**src/dti_feat_mem.sv**
```systemverilog
`timescale 1ns / 1ps

module dti_feat_mem
#(
    parameter int FEATURE_COUNT = 16,
    parameter int IDX_W         = 4
)
(
    input  logic               clk,
    input  logic               wr_en,
    input  logic [IDX_W-1:0]   wr_addr,
    input  logic signed [31:0] wr_data,
    input  logic [IDX_W-1:0]   rd_addr,
    output logic signed [31:0] rd_data
);

    logic signed [31:0] mem [FEATURE_COUNT];
    logic signed [31:0] rd_data_reg;

    always_ff @(posedge clk)
    begin
        if (wr_en)
        begin
            mem[wr_addr] <= wr_data;
        end
        rd_data_reg <= mem[rd_addr];
    end

    assign rd_data = rd_data_reg;

endmodule

```
**config.mk**
```make
export PLATFORM = sky130hd
export DESIGN_NAME = dti_feat_mem
export DESIGN_NICKNAME = d
export VERILOG_FILES = /design/src/dti_feat_mem.sv
export SDC_FILE = /design/constraint.sdc
export NUM_CORES = 1
export LEC_CHECK = 0
export BUFFER_PORTS_ARGS = -buffer_cell sky130_fd_sc_hd__buf_2
export CORE_ASPECT_RATIO = 0.75
export CORE_MARGIN = 10
export CORE_UTILIZATION = 40
export DETAILED_ROUTE_END_ITERATION = 6
export PLACE_DENSITY = 0.57
export SLEW_MARGIN = 20
export SYNTH_ARGS = -nofsm -noshare
export SYNTH_HDL_FRONTEND = slang
export SYNTH_SLANG_ARGS = --single-unit
```
**constraint.sdc**
```tcl
create_clock -name clk -period 4.2 [get_ports clk]
set_input_delay 0 -clock clk [delete_from_list [all_inputs] [get_ports clk]]
set_output_delay 0 -clock clk [all_outputs]
set_load 0.03 [all_outputs]
```
# == Yosys cells after proc, flatten, opt, wreduce, memory -nomap -nowiden ==
# Memory sizes are Yosys's and may differ from the RTL's. A register that Yosys moved wholly into a read port is not among the register bits.
# Index checks and enable logic that the tools add are counted.
# word_totals
register_bits,0
mem_bits_rw,512
in_bits,42
out_inout_bits,32
n_memories,1
# op_classes
mux,2
# memory_table
name,words,word_bits,rd,rd_clocked_by_memory_dff,write_ports,line_no,text
mem,16,32,1,1,1,17,logic signed [31:0] mem [FEATURE_COUNT];
# op_table
op,count
$mux 1,2

# == Logic depth before layout (Yosys ltp) ==
# Gate-level depths: netlist of the first run.
# depth
ltp_word,2
ltp_mapped,5

# == Least setup slack after synthesis of the first run ==
# OpenSTA, ideal clock, no wires.
# synth_path
kind,input to register
startpoint,input port wr_addr[2]
endpoint,memory mem[0][0] (enable)
arrival_ns,2.718
required_time_ns,3.739
path_slack_ns,1.020
cell_stages,2
cell_sequence,or3b_2 -> nor3_1
# synth_rtl
element,line_no,text
"start, declared",11,"input logic [IDX_W-1:0] wr_addr,"
"end, declared",17,
# No word-level cell before the write port.

# == Worst setup path after layout of the first run ==
# layout_path
startpoint,input port wr_addr[2]
endpoint,memory mem[3][22] (enable)
# No word-level cell before the write port.

==> results of run 1 <==
-- critical path, cell delays in order --
cell and delay (ns):
buf_2 0.12, or3b_2 0.59, nor2_4 0.70, buf_4 0.44
-- synth_stat cells (all sizes together) --
| cell type | number | area (µm²) |
|---|---|---|
| dfxtp | 32 | 641 |
| nor2b | 2 | 12.5 |
| a22oi | 64 | 480 |
| nand2 | 33 | 124 |
| nor3 | 4 | 20.0 |
| or3b | 1 | 8.76 |
| clkbuf | 17 | 63.8 |
| nand2b | 2 | 12.5 |
| nand3 | 1 | 5.00 |
| nand3b | 2 | 15.0 |
| edfxtp | 512 | 15400 |
| mux4 | 128 | 2880 |
| and2 | 1 | 6.26 |
| nor2 | 13 | 48.8 |
| buf | 26 | 159 |
-- final cells by class --
| type | count | share of cell area |
|---|---|---|
| Clock buffer | 73 | 0.0606 |
| Clock inverter | 21 | 0.00774 |
| Multi-Input combinational cell | 251 | 0.162 |
| Sequential cell | 544 | 0.693 |
| Tap cell | 648 | 0.0351 |
| Timing Repair Buffer | 133 | 0.0414 |
-- power groups by stage --
stage / Combinational [mW] / Sequential [mW] / Clock [mW]
2_1_floorplan: 0.291 / 6.28 / 0
3_3_place_gp: 0.603 / 6.22 / 0
3_5_place_dp: 0.611 / 6.22 / 0
4_1_cts: 0.638 / 6.10 / 4.50
5_1_grt: 0.677 / 6.11 / 4.73
6_report: 0.623 / 6.10 / 4.41
-- cell families after synthesis --
group           Yosys count
buf+inv                  43
simple gates             59
flops                   544
compound gates           64
mux                     128
-- per-layer routing --
| layer | track usage | vias up | part of all wire | wire length, µm |
|---|---|---|---|---|
| met1 | 0.218 | 4864 | 0.46 | 20300 |
| met5 | 0 | - | 0 | 0 |
| met3 | 0.0313 | 52 | 0.065 | 2860 |
| li1 | - | 3859 | - | - |
| met4 | 0.0275 | 0 | 0.013 | 587 |
| met2 | 0.224 | 290 | 0.46 | 20000 |
-- worst paths after layout --
kind	from	end	depth (start not counted)	slack [ns]
worst min-delay path	rd_addr[2]	rd_data[7]	4	0.05
worst max register to register	mem[0][20]	rd_data[20]	3	2.80
worst max-delay path	wr_addr[2]	mem[3][22]	4	2.56
worst min register to register	mem[15][2]	rd_data[2]	3	0.66
-- per-stage QoR --
| stage | util | setup slack (ns) | instances | power [mW] | cell area, µm² |
|---|---|---|---|---|---|
| after global routing | 0.473 | 2.38 | 1670 | 11.5 | 23100 |
| after floorplan | - | 1.02 | 838 | 6.58 | 19900 |
| final | 0.473 | 2.56 | 1670 | 11.1 | 23100 |
| after global placement | 0.433 | 1.96 | 1542 | 6.82 | 21200 |
| after CTS | 0.472 | 2.52 | 1669 | 11.2 | 23100 |
| after detailed placement | 0.433 | 1.93 | 1543 | 6.83 | 21200 |
-- cells in the final DEF, fill, tap and decap left out, types with 2 or more instances in the layout --
cell           count
nor2_4            13
clkbuf_1          20
clkbuf_16         53
nor3_2             4
nand3b_1           2
bufinv_16          3
dfxtp_1           32
buf_4             25
clkinv_2           6
nand2_1           33
edfxtp_1         512
a22oi_1           64
mux4_2           128
nand2b_1           2
buf_2             71
nor2b_4            2
clkinv_1           9
dlygate4sd3_1     32
buf_12             2
==> metrics.txt, run 1 <==
status finished clean; power share of the sequential group 0.548; initial antenna violation count 0; #FFs+latches synth 544; Netlist cell types 18; Area Growth Syn to Fin 16.4%; Setup TNS 0 ns; clock buffer depth 3; Max Cap Viol 0; FF/Latch Area 16000 µm²; Total Die Area 59000 µm²; I/O pins 74; Slew Limit Headroom 0.273; hold_buf cts 32; layout cells sized above 1 0.308; RSZ-0062 raised after global routing false; GP Congestion 0.695; FILL cells 4034; fmax 0.610 GHz; XOR/XNOR Fraction of Synth Area 0; port buffer count 73; first-pass detailed-route iteration total 5; die height 213 µm; minimum clock period 1.64 ns; DR vias 9065; kind of end point of the critical path flip-flop; Synth Area in Adders 0; Post-CTS Setup Inserts 0; Post-CTS Resized 0; routed vias/inst 5.43; sw power 2.33 mW; Post-Synthesis Cells 838; largest net degree at the start of global routing 72; Layout Nets 1022; Worst Skew 0.0102 ns; Core Region 48900 µm²; Startpoint Class input port; CP required 4.43 ns; H-tree Lvls 2; CTS root buf clkbuf_16; CTS tree done; Syn. warnings 0; clk sink count 544; Slew Viols, Final 0; antenna-violating nets left 0; Syn Std Cell Area 19900 µm²; vias in the first global route 9545; Die Span X 277 µm; mux share of post-synthesis cell area 0.145; number of flip-flops in the largest register 512; Final period util 0.390; clk_lat worst skew 0.56 ns; post-synthesis sequential area ratio 0.807; global-route wire length before repair 64900 µm; Combinational Power Share 0.056; peak supply drop 0.000286 V; Worst Path Arrival 1.87 ns; DRC errors left 0; HP Class input port to flip-flop; DRT iter0 DRCs 878; Worst Path Max Fanout 18; Total Routed Length 43800 µm; Hold Worst Slack 0.0525 ns; GRT Util Overall 0.148; ANT cells 0; Compound-Gate Fraction of Synth Area 0.0242; num rows 70; clock share of power 0.396; final setup fails 0; Net Sw Frac 0.209; internal power 8.81 mW; Multi-input gate area 3750 µm²; Worst Tran Pin Value 1.09 ns; Avg Cell Area, Syn 23.7 µm²; Simple-Gate Fraction of Synth Area 0.0127; PwrDens 482 nW/µm²; Initial Utilization 0.406; WS Path Type input port to flip-flop; grt total ovfl 0; main combinational cell family by area after synthesis multiplexers; dpl hpwl 23500 µm; wire per inst 26.2 µm; Synth Net Count 880; CTS clock-pin slew for the worst setup and hold paths 0.06 ns; Final Hold Vio Count 0; CTS Buf Count 50; Pleak 7.39 nW
Power figures use the tool's default switching activity.
==> inputs of run 2 (changes only) <==
--- a/config.mk
+++ b/config.mk
@@ -10,7 +10,7 @@
 export CORE_MARGIN = 10
 export CORE_UTILIZATION = 40
 export DETAILED_ROUTE_END_ITERATION = 6
-export PLACE_DENSITY = 0.57
+export PLACE_DENSITY = 0.59
 export SLEW_MARGIN = 20
 export SYNTH_ARGS = -nofsm -noshare
 export SYNTH_HDL_FRONTEND = slang
==> constraint.sdc (replaced) <==
create_clock -name clk -period 1.44 [get_ports clk]
set_input_delay 0 -clock clk [delete_from_list [all_inputs] [get_ports clk]]
set_output_delay 0 -clock clk [all_outputs]
set_load 0.03 [all_outputs]
==> run 2 against run 1 <==
Register-to-register slack worse by 2.7 ns. Non-clock buffer count increased by 47. Hold slack lost 0.0085 ns. Die area unchanged. Critical endpoint is now rd_data[2].
==> metrics.txt, run 2 (synthesized netlist as in run 1, its figures left out) <==
placed cell areas 22100 µm²; Slew Viols, Final 0; status finished clean; Final Hold Vio Count 0; grt total ovfl 0; Startpoint Class flip-flop; most common cell after layout, fill and taps aside edfxtp_1; wire per inst 25.7 µm; Total Die Area 59000 µm²; Worst Path Arrival 1.83 ns; ANT cells 0; Pwr Total 33.4 mW; GRT busiest layer met2; global-route wire length before repair 65500 µm; clock buffer depth 3; H-tree Lvls 2; first-pass detailed-route iteration total 5; CTS root buf clkbuf_16; Slew Limit Headroom 0.311; CTS clock-pin slew for the worst setup and hold paths 0.07 ns; WS Path Type flip-flop to flip-flop; Worst Path Max Fanout 1; placed cells 1589; I/O pins 74; Total Routed Length 44100 µm; DRC errors left 0; final setup fails 0; vias in the first global route 9674; Layout Nets 1069; PwrDens 1390 nW/µm²; Final period util 0.956; RSZ-0062 raised after global routing false; Setup TNS 0 ns; Post-Layout Cell Count 1717; CTS tree done; DR vias 9289; M1 GR Usage 0.221; Pleak 7.82 nW; largest net degree at the start of global routing 39; fmax 0.727 GHz; HP Class input port to flip-flop; Max Cap Viol 0; die height 213 µm; Die Span X 277 µm; initial antenna violation count 1; clk_lat worst skew 0.59 ns; GP Congestion 0.723; Finished Cell Area 24100 µm²; Worst Skew 0.0242 ns; most frequent cells in the layout 512 x edfxtp_1, 128 x mux4_2, 71 x buf_2, 64 x a22oi_1, 50 x clkbuf_16; minimum clock period 1.38 ns; layout cells sized above 1 0.342; GRT Util Overall 0.147; Core Region 48900 µm²; dpl hpwl 25500 µm; Worst Tran Pin Value 1.03 ns; port buffer count 73; clk sink count 544; Area Growth Syn to Fin 21.5%; Initial Utilization 0.406; peak supply drop 0.000856 V; antenna-violating nets left 0; met3 Usage GRT 0.0262; DRT iter0 DRCs 835; kind of end point of the critical path flip-flop; met2 track demand over resource 0.222; number of flip-flops in the largest register 512; num rows 70; CP required 1.90 ns; routed vias/inst 5.41; CTS Buf Count 50
## run 2: what timing repair did
item                                   CTS  global route
resized for setup                        0             0
endpoints found under the hold margin  544             0
hold buffers                            34             0
setup buffers                            0             0
## run 2: power by group
part | internal, mW | switching [mW]
Clock | 7.82 | 5.80
Sequential | 17.7 | 0.121
Combinational | 0.844 | 1.16
## run 2: layout make-up
type	count	area [µm²]
flip-flops and latches	544	16000
multi-input cells	251	3780
clock buffers	69	1330
repair buffers	180	1830
well taps	648	811
clock inverters	25	358
fillers	3908	24700
## run 2: routing by layer
metal  share of wire  wire length (µm)  vias up
met2            0.45             19800      266
met1            0.48             21100     5002
met4           0.016               691        2
met5         0.00039                17        -
met3           0.054              2400       62
li1                -                 -     3957
## run 2: path summary, 6_finish.rpt
| check | startpoint | endpoint | slack [ns] | cells after the start |
|---|---|---|---|---|
| worst max-delay path | mem[3][2] | rd_data[2] | 0.06 | 3 |
| worst min-delay path | rd_addr[3] | rd_data[8] | 0.04 | 4 |
| worst max register to register | mem[3][2] | rd_data[2] | 0.06 | 3 |
| worst min register to register | mem[12][0] | rd_data[0] | 0.67 | 3 |
## run 2: stage by stage
stage	hold slack, ns	setup WS, ns	utilization
after floorplan	0.0989	-0.250	-
after global placement	0.385	-0.0968	0.452
after detailed placement	0.389	-0.102	0.452
after CTS	0.0157	0.106	0.494
after global routing	0.0518	0.0369	0.494
final	0.0440	0.0641	0.494
## run 2: critical path: stages (launching register included)
cell and delay, ns:
edfxtp_1 0.36, mux4_2 0.48, a22oi_1 0.32, nand2_1 0.09
