--- config.mk ---
export PLATFORM = sky130hd
export DESIGN_NAME = dti_walker
export DESIGN_NICKNAME = d
export VERILOG_FILES = /design/src/dti_pkg.sv /design/src/dti_walker.sv
export SDC_FILE = /design/constraint.sdc
export NUM_CORES = 1
export LEC_CHECK = 0
export BUFFER_PORTS_ARGS = -buffer_cell sky130_fd_sc_hd__buf_2
export CORE_MARGIN = 10
export CORE_UTILIZATION = 25
export DETAILED_ROUTE_END_ITERATION = 12
export SLEW_MARGIN = 20
export SYNTH_ARGS = -nofsm -noshare
export SYNTH_HDL_FRONTEND = slang
export SYNTH_SLANG_ARGS = --single-unit
--- constraint.sdc ---
create_clock -name clk -period 6.7 [get_ports clk]
set_clock_uncertainty 0.05 [all_clocks]
set_input_delay 0.335 -clock clk [delete_from_list [all_inputs] [get_ports clk]]
set_output_delay 0.335 -clock clk [all_outputs]
set_load 0.05 [all_outputs]
--- src/dti_pkg.sv ---
`timescale 1ns / 1ps

package dti_pkg;

    localparam logic [1:0] ACT_NODE     = 2'd0;
    localparam logic [1:0] ACT_FEATURE  = 2'd1;
    localparam logic [1:0] ACT_CLASSIFY = 2'd2;

    localparam logic [7:0] DEPTH_LIMIT_RESET = 8'd16;
    localparam logic       REG_DEPTH_LIMIT   = 1'b0;

    typedef struct packed {
        logic               leaf;
        logic [3:0]         feature;
        logic signed [31:0] threshold;
        logic [7:0]         left;
        logic [7:0]         right;
        logic [7:0]         label;
    } node_t;

    typedef struct packed {
        logic [7:0] label;
        logic       err;
    } result_t;

    typedef enum logic [2:0] {
        ST_IDLE,
        ST_NODE,
        ST_EVAL,
        ST_CMP,
        ST_DONE
    } state_t;

endpackage

--- src/dti_walker.sv ---
`timescale 1ns / 1ps

module dti_walker
    import dti_pkg::*;
#(
    parameter int NODE_COUNT    = 256,
    parameter int FEATURE_COUNT = 16,
    parameter int NIDX_W        = 8,
    parameter int FIDX_W        = 4
)
(
    input  logic              clk,
    input  logic              rst_n,
    input  logic              start,
    input  logic [7:0]        depth_limit,
    output logic              busy,
    output logic [NIDX_W-1:0] node_rd_addr,
    input  node_t             node_rd_data,
    output logic [FIDX_W-1:0] feat_rd_addr,
    input  logic signed [31:0] feat_rd_data,
    output logic              out_valid,
    input  logic              out_stall,
    output result_t           out_word
);

    state_t            state_reg, state_next;
    logic [NIDX_W-1:0] cur_reg, cur_next;
    logic [7:0]        visits_reg, visits_next;
    result_t           res_reg, res_next;
    logic              out_valid_reg, out_valid_next;
    result_t           out_word_reg, out_word_next;

    logic [31:0]        feat_wide;
    logic [31:0]        child_wide;
    logic               feat_oob;
    logic signed [31:0] feat_val;
    logic [7:0]         child;

    assign feat_wide    = 32'(node_rd_data.feature);
    assign feat_rd_addr = feat_wide[FIDX_W-1:0];
    assign feat_oob     = feat_wide >= FEATURE_COUNT;
    assign feat_val     = feat_oob ? 32'sd0 : feat_rd_data;
    assign child        = (feat_val <= $signed(node_rd_data.threshold)) ? node_rd_data.left
                                                                        : node_rd_data.right;
    assign child_wide   = 32'(child);
    assign node_rd_addr = cur_reg;

    always_ff @(posedge clk or negedge rst_n)
    begin
        if (!rst_n)
        begin
            state_reg     <= ST_IDLE;
            out_valid_reg <= 1'b0;
        end
        else
        begin
            state_reg     <= state_next;
            out_valid_reg <= out_valid_next;
        end
    end

    always_ff @(posedge clk)
    begin
        cur_reg      <= cur_next;
        visits_reg   <= visits_next;
        res_reg      <= res_next;
        out_word_reg <= out_word_next;
    end

    always_comb
    begin
        state_next     = state_reg;
        cur_next       = cur_reg;
        visits_next    = visits_reg;
        res_next       = res_reg;
        out_word_next  = out_word_reg;
        out_valid_next = out_valid_reg && out_stall;
        case (state_reg)
            ST_IDLE:
            begin
                if (start)
                begin
                    cur_next    = '0;
                    visits_next = 8'd0;
                    state_next  = ST_NODE;
                end
            end
            ST_NODE:
            begin
                if (visits_reg >= depth_limit)
                begin
                    res_next   = '{label: 8'd0, err: 1'b1};
                    state_next = ST_DONE;
                end
                else
                begin
                    state_next = ST_EVAL;
                end
            end
            ST_EVAL:
            begin
                visits_next = 8'(visits_reg + 8'd1);
                if (node_rd_data.leaf)
                begin
                    res_next   = '{label: node_rd_data.label, err: 1'b0};
                    state_next = ST_DONE;
                end
                else
                begin
                    state_next = ST_CMP;
                end
            end
            ST_CMP:
            begin
                if (child_wide >= NODE_COUNT)
                begin
                    res_next   = '{label: 8'd0, err: 1'b1};
                    state_next = ST_DONE;
                end
                else
                begin
                    cur_next   = child_wide[NIDX_W-1:0];
                    state_next = ST_NODE;
                end
            end
            ST_DONE:
            begin
                if (!out_valid_reg || !out_stall)
                begin
                    out_word_next  = res_reg;
                    out_valid_next = 1'b1;
                    state_next     = ST_IDLE;
                end
            end
            default:
            begin
                state_next = ST_IDLE;
            end
        endcase
    end

    assign busy      = state_reg != ST_IDLE;
    assign out_valid = out_valid_reg;
    assign out_word  = out_word_reg;

endmodule

Yosys cells after proc, flatten, opt, wreduce, memory -nomap -nowiden
Cells that the tools add are included.

Order comparisons: 4. Multiplexer cells: 18. Equality and inequality tests: 10. Reduce and logical (&&, ||, !) cells: 14. Add/sub/neg operators: 1.

Operators by type and width (count): 32-bit less-or-equal comparator (1); 32-bit 2-to-1 mux (1); 8-bit case mux with 2 select lines (2); 9-bit 2-to-1 mux (3); 9-bit case mux with 3 select lines (1); 8-bit 2-to-1 mux (3); 3-bit 2-to-1 mux (5); 3-bit case mux with 5 select lines (1); 2-bit inequality test, second input constant (6); 8-bit by 9-bit greater-or-equal comparator with 1-bit output, second input constant (1); 8-bit by 1-bit adder with 8-bit output, second input constant (1); 8-bit greater-or-equal comparator (1); 3-bit by 2-bit equality test with 1-bit output, second input constant (2); 2-bit AND reduction (3); 3-bit nonzero test (2); 4-bit by 5-bit greater-or-equal comparator with 1-bit output, second input constant (1); 4-bit AND reduction (1); 2-bit nonzero test (2); 3-bit by 1-bit equality test with 1-bit output, second input constant (1); 3-bit equality test, second input constant (1); 3-bit logical NOT (1); 3-bit AND reduction (1); 1-bit logical NOT (2); 1-bit 2-to-1 mux (2); other kinds (2) (2).

Output and inout bits: 23. Input bits: 105. Register bits: 38.

Depth between registers and ports, before layout
Depth after elaboration: 7. Gate-level depth with buffers: 9. Gate-level depth less buffers: 9.

Worst setup path after synthesis
No wires, ideal clock.

Path type: reg2reg. Start point: reg visits_reg[0]. End point: reg res_reg[0] (netlist bit) (enable). Setup time: 387 ps. Path slack: 4292 ps. Data arrival time: 1972 ps. Cell stages (with the launch flop): 10. Period minus slack after synthesis: 2408 ps. Path through: edfxtp_1 -> inv_1 -> ha_1 -> nand2b_1 -> a21o_1 -> a21o_1 -> a211oi_1 -> o21ai_0 -> nand2_1 -> nor3_1.

Longest elaborated chain between the ends: 3.

Ends and longest elaborated chain: start: declaration (RTL line dti_walker.sv:28) `logic [7:0] visits_reg, visits_next;`; start signal: assignment (RTL line dti_walker.sv:65) `visits_reg <= visits_next;`; 8-bit greater-or-equal comparator (RTL line dti_walker.sv:90) `if (visits_reg >= depth_limit)`; 2-bit inequality test (no source line); 4-bit AND reduction (no source line); end signal: assignment (RTL line dti_walker.sv:66) `res_reg <= res_next;`; end: declaration (RTL line dti_walker.sv:29) `result_t res_reg, res_next;`.

No other way between the ends. A chain may end at the register's enable or synchronous reset.

Final worst setup path
Start point: reg visits_reg[0]. End point: reg res_reg[4] (netlist bit) (enable).

Same word-level chain as after synthesis.

==> results_dict.tcl <==
set metrics [dict create \
    result_of_the_run "complete, no violations" \
    diodes 0 \
    setup_violations 0 \
    post_route_cells_drive_above_1_share 0.363 \
    design.core.area_mm2 0.0104 \
    clock_sink_count 38 \
    clk-insertion-delay-late_ps 290 \
    dieArea_mm2 0.0154 \
    cpLargestDelayFamily "simple AND/OR/NAND/NOR gates" \
    synth_compound_area_frac 0.145 \
    yosysWarningCount 0 \
    gr_usage_total 0.0902 \
    worstPathCellList "inv_1, ha_1, nand2b_1, a21o_1, a21o_1, a211oi_1, o21ai_0, nand2_1, nor3_2" \
    globalRouteOverflowTotal 0 \
    route.vias.total 2288 \
    fmax_ghz 0.416 \
    route.antenna.remaining_nets 0 \
    power.density_cell_area_mw_per_mm2 293 \
    ios 128 \
    dominantRegCellSynth "sky130_fd_sc_hd__edfxtp_1" \
    root_buffer "sky130_fd_sc_hd__clkbuf_8" \
    slowest_stage "sky130_fd_sc_hd__nor3_2" \
    yosysSeqAreaShare 0.415 \
    first_global_vias 2466 \
    post_synthesis_register_bit_count 38 \
    die-height_um 124 \
    final.period_utilization 0.359 \
    number_of_antenna_violations_at_the_first_check_in_global_routing 0 \
    worst_path_largest_cell_delay_ps 570 \
    timing.hold.ws_ps 211 \
    h-tree-depth 2 \
    worstSetupStartpointType "flip-flop" \
    timing.setup.tns_ps 0 \
    tritoncts "done" \
    synth_top_family_by_area "adder cells" \
    detailedRoute.firstPassIterationCount 4 \
    vias_per_cell 4.38 \
    cap_viol_max_count 0 \
    post_synthesis_instance_area_mm2 0.00270 \
    cts_resized 0 \
    max_slew.worst_pin.slew_ps 899 \
    yosys.area_share.simple 0.155 \
    rsz_0062_raised_after_global_routing "false" \
    finish.instance_area_mm2 0.00357 \
    hold_buffer_count_at_cts 1 \
    hpwlAfterDp_mm 6.31 \
    cts_inserted_buffers 5 \
    p_leak_nw 1.82 \
    global_route_wire_length_before_repair_mm 11.2 \
    syn_inst 266 \
    setup.worst_path.class "flip-flop to flip-flop" \
    xor_and_xnor_area_share_after_synthesis 0.0195 \
    vdd.ir_drop.worst_mv 0.138 \
    timing.final.hold_violations 0 \
    wirelength_per_cell_um 13.6 \
    rows 37 \
    floorplan.initialDensity 0.259 \
    width_of_the_die_um 124 \
    dr.first_iter.drc_count 69 \
    residual_drc_count 0 \
    wirelength_mm 7.12 \
    relSlewSlack 0.401 \
    syn_avg_cell_area_um2 10.2 \
    ctsLongestPathBuffers 2 \
    clkSlewWorstSetupHoldPaths_ps 80 \
    path_max_fanout 9 \
    synth_fa_ha_area_frac 0.190 \
    final.min_clock_period_ps 2400 \
    netlist-cell-type-count 43 \
    arrival_time_of_the_worst_setup_path_ps 2270 \
    grt_max_degree 18 \
    crit_path_frequent_cell "sky130_fd_sc_hd__a21o_1" \
    postSynth.asyncResetShare 0.105 \
    cp.required_ps 6570 \
    postCtsSetupBuffers 0 \
    mappedNetlistNets 412 \
    hp-class "input port to flip-flop" \
    nNetsFinal 531 \
    port-buffer-count 119 \
    yosys-mux-area-fraction 0 \
    sum_of_buffers_and_inverters_on_the_critical_path 1 \
    synth_enable_flop_cells 34 \
    syn_to_final_growth_pct 32.3 \
    slew_viol_final 0 \
    stdcell_count 522 \
    placed_cells_incl_taps 513 \
    timing.critical_path.to_type "flip-flop" \
    place.gp.congestion 0.812 \
    placement.cell_area_mm2 0.00342 \
]
==> cell families after synthesis <==
family	after synthesis
fa+ha+maj	41
buf+inv	51
flops	38
xor+xnor	6
simple gates	74
compound gates	56
==> stage by stage <==
step	worst slack, ps	util	total power [mW]
floorplan	4290	-	0.711
global placement	3980	0.329	0.817
detailed placement	3940	0.329	0.824
CTS	3920	0.343	1.06
global route	4020	0.343	1.12
finish	4300	0.343	1.05
==> final timing paths <==
kind / from / end / slack (ps) / cells after the start
min in group asynchronous: rst_n / out_valid$_DFF_PN0_ / 320 / 2
max in group asynchronous: rst_n / state_reg[0]$_DFFE_PN0P_ / 6150 / 2
hold reg to reg: res_reg[4]$_SDFFCE_PN0P_ / out_word[4]$_DFFE_PP_ / 370 / 0
hold / removal: node_rd_data[60] / state_reg[1]$_DFFE_PN0P_ / 210 / 2
setup reg to reg: visits_reg[0]$_SDFFCE_PN0P_ / res_reg[4]$_SDFFCE_PN0P_ / 4300 / 9
setup / recovery: visits_reg[0]$_SDFFCE_PN0P_ / res_reg[4]$_SDFFCE_PN0P_ / 4300 / 9
==> routing by layer <==
metal,vias up,routed length (um),global-route usage
li1,1182,-,-
met1,1049,2690,0.0954
met2,55,3930,0.174
met3,2,464,0.0190
met4,0,42,0.0266
met5,-,0,0
==> cells in the final DEF (no fill, tap or decap), types with 2 or more instances in the layout <==
master / n
sky130_fd_sc_hd__a21boi_0: 2
sky130_fd_sc_hd__a21boi_1: 8
sky130_fd_sc_hd__a21o_1: 4
sky130_fd_sc_hd__a21oi_1: 15
sky130_fd_sc_hd__and3_1: 11
sky130_fd_sc_hd__and3_4: 2
sky130_fd_sc_hd__buf_2: 119
sky130_fd_sc_hd__bufinv_16: 2
sky130_fd_sc_hd__clkbuf_8: 5
sky130_fd_sc_hd__dfrtp_1: 4
sky130_fd_sc_hd__edfxtp_1: 34
sky130_fd_sc_hd__ha_1: 41
sky130_fd_sc_hd__inv_1: 43
sky130_fd_sc_hd__nand2_1: 16
sky130_fd_sc_hd__nand2b_1: 3
sky130_fd_sc_hd__nand3_1: 16
sky130_fd_sc_hd__nand4_1: 3
sky130_fd_sc_hd__nor2_1: 12
sky130_fd_sc_hd__o21ai_0: 6
sky130_fd_sc_hd__o21ai_1: 8
sky130_fd_sc_hd__or3_1: 2
sky130_fd_sc_hd__xor2_1: 5
==> power by group <==
| part | switching (mW) | leakage, nW | internal, mW |
|---|---|---|---|
| Clock | 0.0819 | 0.0683 | 0.149 |
| Combinational | 0.271 | 1.38 | 0.130 |
| Sequential | 0.0492 | 0.376 | 0.366 |
==> final cells by class <==
type	count	area [um^2]
Sequential cell	38	1120
Multi-Input combinational cell	177	1380
Fill cell	1078	6840
Clock buffer	5	68.8
Inverter	43	161
Tap cell	136	170
Timing Repair Buffer	120	606
Clock inverter	3	68.8
==> Yosys cell counts (2+ instances only) <==
cell type / number / area (um^2)
sky130_fd_sc_hd__nor3_1: 2 / 10.0
sky130_fd_sc_hd__a21oi_1: 15 / 75.1
sky130_fd_sc_hd__o21ai_0: 6 / 30.0
sky130_fd_sc_hd__clkbuf_1: 4 / 15.0
sky130_fd_sc_hd__dfrtp_1: 4 / 100
sky130_fd_sc_hd__edfxtp_1: 34 / 1020
sky130_fd_sc_hd__xor2_1: 5 / 43.8
sky130_fd_sc_hd__a21boi_0: 2 / 15.0
sky130_fd_sc_hd__a21o_1: 4 / 30.0
sky130_fd_sc_hd__inv_1: 43 / 161
sky130_fd_sc_hd__or3_1: 2 / 12.5
sky130_fd_sc_hd__nor2_1: 12 / 45.0
sky130_fd_sc_hd__and3_4: 2 / 22.5
sky130_fd_sc_hd__ha_1: 41 / 513
sky130_fd_sc_hd__nand3_1: 16 / 80.1
sky130_fd_sc_hd__buf_4: 4 / 30.0
sky130_fd_sc_hd__a21boi_1: 8 / 60.1
sky130_fd_sc_hd__o21ai_1: 8 / 40.0
sky130_fd_sc_hd__and3_1: 11 / 68.8
sky130_fd_sc_hd__nand2_1: 16 / 60.1
sky130_fd_sc_hd__nand2b_1: 3 / 18.8
sky130_fd_sc_hd__nand4_1: 3 / 18.8
(Power assumes the default switching activity.)
